===== config.mk =====
export PLATFORM = sky130hd
export DESIGN_NAME = sl1fit_ctrl
export DESIGN_NICKNAME = d
export VERILOG_FILES = /design/src/design/sl1fit_pkg.sv /design/src/design/sl1fit_ctrl.sv
export SDC_FILE = /design/constraint.sdc
export NUM_CORES = 1
export LEC_CHECK = 0
export ABC_AREA = 1
export BUFFER_PORTS_ARGS = -buffer_cell sky130_fd_sc_hd__buf_4
export CORE_AREA = 2 2 39 41
export CTS_CLUSTER_SIZE = 40
export DETAILED_ROUTE_END_ITERATION = 10
export DIE_AREA = 0 0 41 43
export PLACE_DENSITY = 0.48
export SLEW_MARGIN = 30
export SYNTH_ARGS = -nofsm -noshare
export SYNTH_HDL_FRONTEND = slang
export SYNTH_SLANG_ARGS = --single-unit

===== constraint.sdc =====
create_clock -name clk -period 2.05 [get_ports clk]
set_clock_uncertainty 0.1 [all_clocks]
set_input_delay 0.41 -clock clk [delete_from_list [all_inputs] [get_ports clk]]
set_output_delay 0.41 -clock clk [all_outputs]
set_load 0.1 [all_outputs]

===== src/design/sl1fit_pkg.sv =====
`timescale 1ns / 1ps

package sl1fit_pkg;

    localparam int LEVELS    = 512;
    localparam int LVL_W     = $clog2(LEVELS);
    localparam int COST_BITS = 25;
    localparam int SAMPLE_W  = 9;
    localparam int STEP_W    = 9;
    // block length 2*step+1 needs one more bit than the step
    localparam int BLK_W     = STEP_W + 1;
    // address arithmetic on the pass counter reaches LEVELS-1+2*step
    localparam int CNT_W     = $clog2(LEVELS + 2 * (2 ** STEP_W));
    localparam int DIST_W    = (SAMPLE_W > LVL_W) ? SAMPLE_W : LVL_W;
    localparam int IN_TW     = 16;
    localparam int OUT_TW    = 32;

    localparam logic [COST_BITS-1:0] COST_MAX  = {COST_BITS{1'b1}};
    localparam logic [STEP_W-1:0]    STEP_RST  = STEP_W'(1);
    localparam logic [LVL_W-1:0]     LAST_LVL  = LVL_W'(LEVELS - 1);

    typedef enum logic [1:0] {
        PASS_FILL,
        PASS_FWD,
        PASS_BWD
    } pass_t;

    typedef struct packed {
        logic  load;
        logic  start;
        pass_t mode;
        logic  swap;
        logic  emit;
    } sl1fit_cmd_t;

    typedef struct packed {
        logic busy;
        logic out_full;
    } sl1fit_stat_t;

    typedef struct packed {
        logic [BLK_W-1:0]     pos;
        logic [COST_BITS-1:0] g;
    } gent_t;

    function automatic logic [COST_BITS-1:0] cmin(input logic [COST_BITS-1:0] a,
                                                  input logic [COST_BITS-1:0] b);
        return (b < a) ? b : a;
    endfunction

endpackage


===== src/design/sl1fit_ctrl.sv =====
`timescale 1ns / 1ps

module sl1fit_ctrl import sl1fit_pkg::*; (
    input  logic         clk,
    input  logic         rst_n,
    input  logic         s_tvalid,
    input  logic         s_tuser,
    input  logic         s_tlast,
    output logic         s_tready,
    input  logic         m_tready,
    input  sl1fit_stat_t stat,
    output sl1fit_cmd_t  cmd
);

    typedef enum logic [2:0] {
        ST_IDLE,
        ST_FILL,
        ST_FWD,
        ST_BWD,
        ST_EMIT
    } state_t;

    state_t state_reg, state_next;
    logic   last_reg, last_next;
    logic   ready_reg;

    // next state and commands to the datapath
    always_comb
    begin
        state_next = state_reg;
        last_next  = last_reg;
        cmd        = '0;
        cmd.mode   = PASS_FILL;
        case (state_reg)
            ST_IDLE:
            begin
                if (s_tvalid && ready_reg)
                begin
                    cmd.load  = 1'b1;
                    cmd.start = 1'b1;
                    last_next = s_tlast;
                    if (s_tuser)
                    begin
                        cmd.mode   = PASS_FILL;
                        state_next = ST_FILL;
                    end
                    else
                    begin
                        cmd.mode   = PASS_FWD;
                        state_next = ST_FWD;
                    end
                end
            end
            ST_FILL, ST_BWD:
            begin
                if (!stat.busy)
                begin
                    cmd.swap   = 1'b1;
                    state_next = last_reg ? ST_EMIT : ST_IDLE;
                end
            end
            ST_FWD:
            begin
                if (!stat.busy)
                begin
                    cmd.start  = 1'b1;
                    cmd.mode   = PASS_BWD;
                    state_next = ST_BWD;
                end
            end
            ST_EMIT:
            begin
                if (!stat.out_full || m_tready)
                begin
                    cmd.emit   = 1'b1;
                    state_next = ST_IDLE;
                end
            end
            default:
            begin
                state_next = ST_IDLE;
            end
        endcase
    end

    // state and registered ready
    always_ff @(posedge clk or negedge rst_n)
    begin
        if (!rst_n)
        begin
            state_reg <= ST_IDLE;
            last_reg  <= 1'b0;
            ready_reg <= 1'b0;
        end
        else
        begin
            state_reg <= state_next;
            last_reg  <= last_next;
            ready_reg <= (state_next == ST_IDLE);
        end
    end

    assign s_tready = ready_reg;

endmodule


==> impl_metrics.csv, run 1 <==
group,metric,value,unit
worst_setup_path,endpoint_kind,"output pin",
routing,vias_per_cell,3.92,
timing,final_max_slew_viol_count,0,
routing,num_vias,306,
layout,fin_nets,71,
timing,rsz0062_at_grt,"false",
timing,post-route-min-period,1.89,ns
timing,finalSetupViolCount,0,
synth,syn-num-nets,51,
global_routing,grt_pass1_vias,302,
timing,tightest_slew,0.281,ns
synth,synthesis.area,304,um2
worst_setup_path,r2r-start,"state_reg[0]",
place,post-place-ws,0.383,ns
worst_setup_path,slowest_stage,"dfrtp_1",
synth,netlist.area_leader.share,41.2,%
clock_tree,clkSlewWorstSetupHoldPaths,0.04,ns
min_path,hold_depth,3,
routing,ant_nets,0,
place,numPortBuffers,14,
power,power,847,uW
power,pwr_density_cell,1740,nW/um2
worst_setup_path,worstRegToRegCells,6,
timing,finalWorstSetupSlack,0.165,ns
synth,synth_seq_cells,5,
timing,finalCritPeriodShare,92.0,%
synth,yosys_warnings,0,
layout,drive_gt1_share,48.4,%
clock_tree,cts-buffers-inserted,3,
min_path,min_path_type,"input pin to flip-flop",
clock_tree,h-tree-depth,1,
layout,final_cell_area,487,um2
routing,first_pass_iters,4,
timing,slew_headroom,81.4,%
worst_setup_path,crit_arrival,1.38,ns
power,irDropWorstVdd,0.397,mV
worst_setup_path,critPathMaxFanout,4,
layout,area_growth_syn_to_layout,60.1,%
floorplan,rows,14,
worst_setup_path,startpoint_type,"flip-flop",
run_status,status,"finished, final reports clean",
layout,largest_reg_flops,3,
worst_setup_path,cp.required,1.54,ns
worst_setup_path,cp-startpoint,"state_reg[0]",
place,dp_hpwl,582,um
timing,fmax,531,MHz
timing,hold_viol,0,
worst_setup_path,critPathKind,"flip-flop to output pin",
synth,avgSynthCellArea,7.07,um2
clock_tree,cts_root_buf,"clkbuf_4",
global_routing,grt_overflow,0,
floorplan,boundaryPins,15,
min_path,hp-start,"s_tlast",
synth,synthDistinctLibCells,11,
routing,drt_iter0_markers,1,
routing,drc,0,
job,cap_violations,0,
global_routing,antenna_found_initial,0,
layout,antenna_cells,0,
floorplan,initial_core_util,22.0,%
layout,post-route-util,35.2,%
synth,seq_area_frac_synth,41.2,%
clock_tree,worstSkewPairLatency,0.24,ns
timing,finalSetupTns,0,ns
synth,synthCells,43,
synth,ys_top_cells_by_area,"dfrtp_1, nand3_1, inv_1",
routing,wl_per_cell,8.49,um
worst_setup_path,cpPeakStageDelay,0.42,ns
clock_tree,postCtsSetupBuffers,0,
power,p_leak,0.266,nW
floorplan,fp.coreArea,1380,um2
clock_tree,cts_resized,0,
clock_tree,cts.sinks,5,
place,place_congestion,0.593,
floorplan,die_w,41,um
clock_tree,cts_tree,"done",
synth,synth_top_area_cell,"dfrtp_1",
global_routing,grt_max_degree,6,
clock_tree,cts_max_path_buffers,2,
global_routing,grtUsageTotal,9.70,%
floorplan,dieArea,1760,um2
global_routing,grt_pass1_wl,1100,um
worst_setup_path,crit_chain,"nor2_1 > nand3_1 > o21ai_4 > buf_4",
floorplan,die_y,43,um
place,placed_cell_area,450,um2
routing,wl,662,um
-- cells in the mapped netlist (all sizes together) --
master / count
inv: 10
nand2: 10
nor2: 9
nand3: 6
dfrtp: 5
o21ai: 2
a21oi: 1
-- layout make-up --
cell class                 instances  area (um2)
inverter                          10        37.5
multi-input combinational         28         161
timing repair buffer              15         115
sequential                         5         126
clock buffer                       4        26.3
tap                               16        20.0
fill                             162         897
-- final timing paths --
path	end	slack, ns
setup reg to reg	s_tready	0.83
setup / recovery	cmd[4]	0.16
max in group asynchronous	s_tready	1.33
hold / removal	last_reg	0.31
hold reg to reg	last_reg	0.45
min in group asynchronous	state_reg[2]	0.41
-- repair_timing --
action	in CTS	in global routing
endpoints found under the setup margin	0	0
hold buffers	1	0
hold endpoints to repair	5	0
-- power breakdown --
part	switching [mW]	internal (mW)
registers	0.0351	0.143
clock network	0.0361	0.0733
logic	0.429	0.130
-- per-stage QoR --
| step | std cells | hold WS (ns) |
|---|---|---|
| floorplan | 43 | 0.0144 |
| global placement | 73 | 0.114 |
| detailed placement | 73 | 0.114 |
| CTS | 78 | 0.301 |
| global route | 78 | 0.329 |
| finish | 78 | 0.307 |
-- layer usage --
layer	up-vias	track usage, %	share of wire, %
met4	0	8.00	0.60
met3	2	3.14	7.7
li1	166	-	-
met5	-	0	0
met1	130	10.2	39
met2	8	14.7	53
-- critical path: cells and delay by family, from the launching register on --
family                 cells  cell delay [ns]
AO/OA/AOI/OAI              1             0.09
buffers and inverters      1             0.30
flip-flops                 1             0.42
AND/OR/NAND/NOR            2             0.33
-- logic make-up after synthesis --
kind of cell | synth area share [%]
AO/OA/AOI/OAI | 4.94
AND/OR/NAND/NOR | 41.6
flip-flops | 41.2
buffers and inverters | 12.3
-- cells in the final DEF (no fill, tap or decap) --
cell type / n
nor2_2: 3
dfrtp_2: 1
nor2_4: 2
inv_2: 2
clkbuf_4: 3
buf_4: 14
o21ai_4: 1
nand2_1: 7
inv_1: 8
a21oi_2: 1
nand2_2: 3
dlygate4sd3_1: 1
nor2_1: 4
dfrtp_1: 4
clkbuf_1: 1
nand3_1: 6
o21ai_1: 1
(Power assumes the default switching activity.)
==> run 2, diff against run 1 <==
Settings changed: GPL_TIMING_DRIVEN set to 0, SLEW_MARGIN 30 to 5.
Clock period 2.05 ns to 2 ns, I/O delays scaled along.
==> run 2 against run 1 <==
Clock power increased by 4%. Total power increased by 2.2%. Largest cell class unchanged. Die area unchanged. Critical path depth unchanged. Combinational power increased by 2%.
==> impl_metrics.csv, run 2 (synthesized netlist as in run 1, its figures left out) <==
group,metric,value,unit
run_status,status,"finished, final reports clean",
power,irDropWorstVdd,0.399,mV
clock_tree,cts_max_path_buffers,2,
place,dp_hpwl,572,um
timing,finalSetupViolCount,0,
global_routing,grt_pass1_vias,281,
place,place_congestion,0.619,
routing,ant_nets,0,
layout,seq_area,126,um2
layout,most-common-layout-cells,"buf_4, inv_1, nand2_1",
layout,fin_nets,71,
clock_tree,cts_root_buf,"clkbuf_4",
clock_tree,cts_tree,"done",
layout,nFillCells,155,
global_routing,grt_max_degree,6,
global_routing,antenna_found_initial,0,
power,pwr_density_cell,1780,nW/um2
global_routing,grt_pass1_wl,1060,um
job,cap_violations,0,
layout,largest_reg_flops,3,
worst_setup_path,cpPeakStageDelay,0.41,ns
clock_tree,clkSlewWorstSetupHoldPaths,0.04,ns
clock_tree,cts_hold_buf,1,
floorplan,fp.coreArea,1380,um2
layout,post-route-util,35.2,%
clock_tree,h-tree-depth,1,
routing,num_vias,312,
power,p_leak,0.266,nW
layout,finalNonFillerCells,78,
timing,fmax,534,MHz
worst_setup_path,startpoint_type,"flip-flop",
routing,drc,0,
worst_setup_path,cp.required,1.50,ns
clock_tree,cts-buffers-inserted,3,
clock_tree,worstSkewPairLatency,0.24,ns
worst_setup_path,endpoint_kind,"output pin",
worst_setup_path,worst-path-buf-inv,1,
clock_tree,cts.sinks,5,
timing,finalSetupTns,0,ns
routing,drt_iter0_markers,1,
layout,antenna_cells,0,
place,numPortBuffers,14,
floorplan,initial_core_util,22.0,%
routing,first_pass_iters,2,
global_routing,grtUsageTotal,9.08,%
timing,final_max_slew_viol_count,0,
worst_setup_path,slowest_stage,"dfrtp_1",
timing,post-route-min-period,1.87,ns
floorplan,dieArea,1760,um2
clock_tree,cts_resized,0,
worst_setup_path,crit_arrival,1.37,ns
layout,final_common_cell,"buf_4",
floorplan,die_w,41,um
clock_tree,postCtsSetupBuffers,0,
timing,tightest_slew,0.280,ns
worst_setup_path,crit_chain,"nor2_2 > nand2_2 > nor2_4 > buf_4",
place,place_inst,73,
layout,drive_gt1_share,48.4,%
timing,finalCritPeriodShare,93.6,%
routing,wl,635,um
routing,wl_per_cell,8.14,um
place,placed_cell_area,450,um2
floorplan,boundaryPins,15,
worst_setup_path,critPathKind,"flip-flop to output pin",
timing,holdWs,0.287,ns
layout,multi_input_area,161,um2
worst_setup_path,critPathMaxFanout,4,
floorplan,die_y,43,um
layout,final_cell_area,487,um2
timing,hold_viol,0,
global_routing,grt_overflow,0,
timing,finalWorstSetupSlack,0.128,ns
place,post-place-ws,0.359,ns
power,power,865,uW
routing,vias_per_cell,4.00,
floorplan,rows,14,
layout,area_growth_syn_to_layout,60.1,%
worst_setup_path,cpLargestDelayFamily,"simple AND/OR/NAND/NOR gates",
timing,rsz0062_at_grt,"false",
min_path,min_path_type,"input pin to flip-flop",
timing,slew_headroom,81.5,%
## run 2: cell counts in the layout (fill, tap and decap cells not counted)
No cell type changed its count.
## run 2: report_power, final
part	total (mW)	switching (mW)	internal (mW)
sequential	0.182	0.0358	0.146
clock	0.113	0.0380	0.0752
combinational	0.570	0.437	0.133
total	0.865	0.511	0.355
## run 2: worst reg2reg max path: cells and delay by family (launching register included)
family | cells | cell delay [ns]
flip-flops | 1 | 0.41
AND/OR/NAND/NOR | 6 | 0.60
## run 2: final timing paths
path / cells past startpoint / start / slack [ns] / to
setup / recovery: 4 / state_reg[1] / 0.13 / cmd[5]
hold / removal: 3 / s_tlast / 0.29 / last_reg
setup reg to reg: 6 / state_reg[1] / 0.79 / s_tready
hold reg to reg: 2 / last_reg / 0.43 / last_reg
max in group asynchronous: 2 / rst_n / 1.29 / s_tready
min in group asynchronous: 2 / rst_n / 0.40 / last_reg
## run 2: routing by layer
metal  share of wire, %  track usage (%)  up-vias
li1                   -                -      169
met1                 41             9.80      135
met2                 52             14.1        8
met3                6.6             4.71        0
met4                  0             4.00        0
met5                  0                0        -
## run 2: final cells by class
class,instances,share of cell area [%]
clock buffer,4,5.40
inverter,10,7.71
multi-input combinational,28,33.2
sequential,5,26.0
tap,16,4.11
timing repair buffer,15,23.7
==> run 3, diff against run 2 <==
Settings changed: CELL_PAD_IN_SITES_DETAIL_PLACEMENT set to 1, CELL_PAD_IN_SITES_GLOBAL_PLACEMENT set to 2, CORE_AREA 2 2 39 41 to unset, CORE_UTILIZATION set to 20, DIE_AREA 0 0 41 43 to unset, PLACE_DENSITY 0.48 to 0.72, REMOVE_ABC_BUFFERS set to 1.
==> run 3 against run 2 <==
Wire length rose by 6.5%. Clock power barely moved. Critical path depth did not move. Global-route usage rose by 0.31 points. Non-clock buffer count did not move. Sequential power barely moved. Total power fell by 2.7%. Clock-buffer cell count did not move. Sequential cell count did not move. Design area fell by 4.6%. Setup slack improved by 0.025 ns. Worst hold slack improved by 0.0013 ns. Largest power group unchanged.
==> impl_metrics.csv, run 3 (synthesized netlist as in run 1, its figures left out) <==
group,metric,value,unit
global_routing,grt_pass1_vias,256,
floorplan,boundaryPins,15,
worst_setup_path,startpoint_type,"flip-flop",
worst_setup_path,crit_chain,"nor2_2 > nand2_2 > nor2_4 > buf_4",
worst_setup_path,slowest_stage,"dfrtp_1",
layout,post-route-util,34.4,%
worst_setup_path,cpPeakStageDelay,0.41,ns
worst_setup_path,endpoint_kind,"output pin",
place,numPortBuffers,14,
global_routing,antenna_found_initial,0,
worst_setup_path,crit_cells,4,
power,pwr_density_cell,1810,nW/um2
routing,vias_per_cell,4.08,
power,irDropWorstVdd,0.586,mV
timing,post-route-min-period,1.85,ns
floorplan,die_w,41.0,um
clock_tree,h-tree-depth,1,
layout,area_growth_syn_to_layout,52.7,%
timing,fmax,541,MHz
timing,tightest_slew,0.278,ns
place,place_inst,72,
timing,finalCritPeriodShare,92.3,%
power,pwr-share-seq,21.5,%
routing,num_vias,314,
routing,drc,0,
global_routing,grt_pass1_wl,986,um
timing,finalSetupViolCount,0,
worst_setup_path,critPathKind,"flip-flop to output pin",
layout,drive_gt1_share,43.5,%
global_routing,grtUsageMet2,12.5,%
clock_tree,cts_root_buf,"clkbuf_4",
worst_setup_path,worstRegToRegCells,6,
floorplan,rows,13,
worst_setup_path,critPathMaxFanout,4,
clock_tree,worstSkewPairLatency,0.23,ns
timing,finalWorstSetupSlack,0.153,ns
routing,ant_nets,0,
clock_tree,cts-buffers-inserted,3,
place,place_congestion,0.669,
routing,drt_iter0_markers,1,
worst_setup_path,cp.required,1.50,ns
job,cap_violations,0,
run_status,status,"finished, final reports clean",
layout,final_cell_area,464,um2
floorplan,die_y,41.0,um
floorplan,fp.coreArea,1350,um2
power,p_int,345,uW
layout,final_common_cell,"buf_4",
timing,slew_headroom,81.6,%
place,placed_cell_area,428,um2
layout,fin_nets,71,
layout,largest_reg_flops,3,
routing,first_pass_iters,2,
timing,hold_viol,0,
power,power,842,uW
global_routing,grtUsageTotal,9.39,%
floorplan,initial_core_util,22.5,%
global_routing,grt_max_degree,6,
global_routing,use_met3,3.26,%
place,post-place-ws,0.392,ns
routing,wl,676,um
clock_tree,cts_max_path_buffers,2,
place,dp_hpwl,601,um
clock_tree,cts_tree,"done",
timing,rsz0062_at_grt,"false",
timing,finalSetupTns,0,ns
layout,seq_area,125,um2
power,p_leak,0.264,nW
worst_setup_path,cpLargestDelayFamily,"flip-flops",
worst_setup_path,worst-path-buf-inv,1,
min_path,hold_depth,3,
layout,antenna_cells,0,
timing,holdWs,0.288,ns
global_routing,grt.met1_usage,13.0,%
power,swShare,59.0,%
power,clockPowerShare,13.3,%
clock_tree,postCtsSetupBuffers,0,
global_routing,grt_most_used_layer,"met1",
layout,most-common-layout-cells,"buf_4, inv_1, nand2_1",
layout,nFillCells,178,
routing,wl_per_cell,8.78,um
power,switchingPower,497,uW
min_path,min_path_type,"input pin to flip-flop",
floorplan,dieArea,1680,um2
global_routing,grt_overflow,0,
timing,final_max_slew_viol_count,0,
power,combPwrFrac,65.2,%
clock_tree,cts.sinks,5,
worst_setup_path,crit_arrival,1.35,ns
clock_tree,clkSlewWorstSetupHoldPaths,0.04,ns
layout,finalNonFillerCells,77,
layout,multi_input_area,141,um2
==> run 3: cell counts in the layout (fill, tap and decap cells not counted) <==
No cell type changed its count.
==> run 3: power by group through the flow <==
stage | sequential, mW | clock [mW] | combinational, mW
4_1_cts | 0.181 | 0.117 | 0.557
2_1_floorplan | 0.245 | 0 | 0.378
6_report | 0.181 | 0.112 | 0.549
3_3_place_gp | 0.183 | 0 | 0.554
5_1_grt | 0.188 | 0.125 | 0.590
3_5_place_dp | 0.183 | 0 | 0.554
==> run 3: worst paths after layout <==
check / start / endpoint / slack [ns]
worst max register to register: state_reg[1] / s_tready / 0.81
worst min register to register: last_reg / last_reg / 0.43
worst min-delay path: s_tlast / last_reg / 0.29
worst max-delay path: state_reg[1] / cmd[5] / 0.15
max in group asynchronous: rst_n / state_reg[2] / 1.28
min in group asynchronous: rst_n / s_tready / 0.41
==> run 3: cell type report <==
cell class / instances / area share [%]
Multi-Input combinational cell: 28 / 30.5
Sequential cell: 5 / 27.0
Timing Repair Buffer: 15 / 24.8
Inverter: 10 / 8.09
Clock buffer: 4 / 5.66
Tap cell: 15 / 4.04
==> run 3: repair_timing <==
| item | in CTS | in global routing |
|---|---|---|
| hold endpoints to repair | 5 | 0 |
| hold buffers | 1 | 0 |
| resized for setup | 0 | 0 |
| endpoints found under the setup margin | 0 | 0 |
==> run 3: metal layers <==
layer	up-vias	routed length [um]
li1	167	-
met1	142	333
met2	5	319
met3	0	23
met4	0	0
met5	-	0
==> run 3: worst register-to-register path, delay by kind of cell, from the launching register on <==
family | cells | cell delay [ns]
simple gates | 6 | 0.57
flops | 1 | 0.41
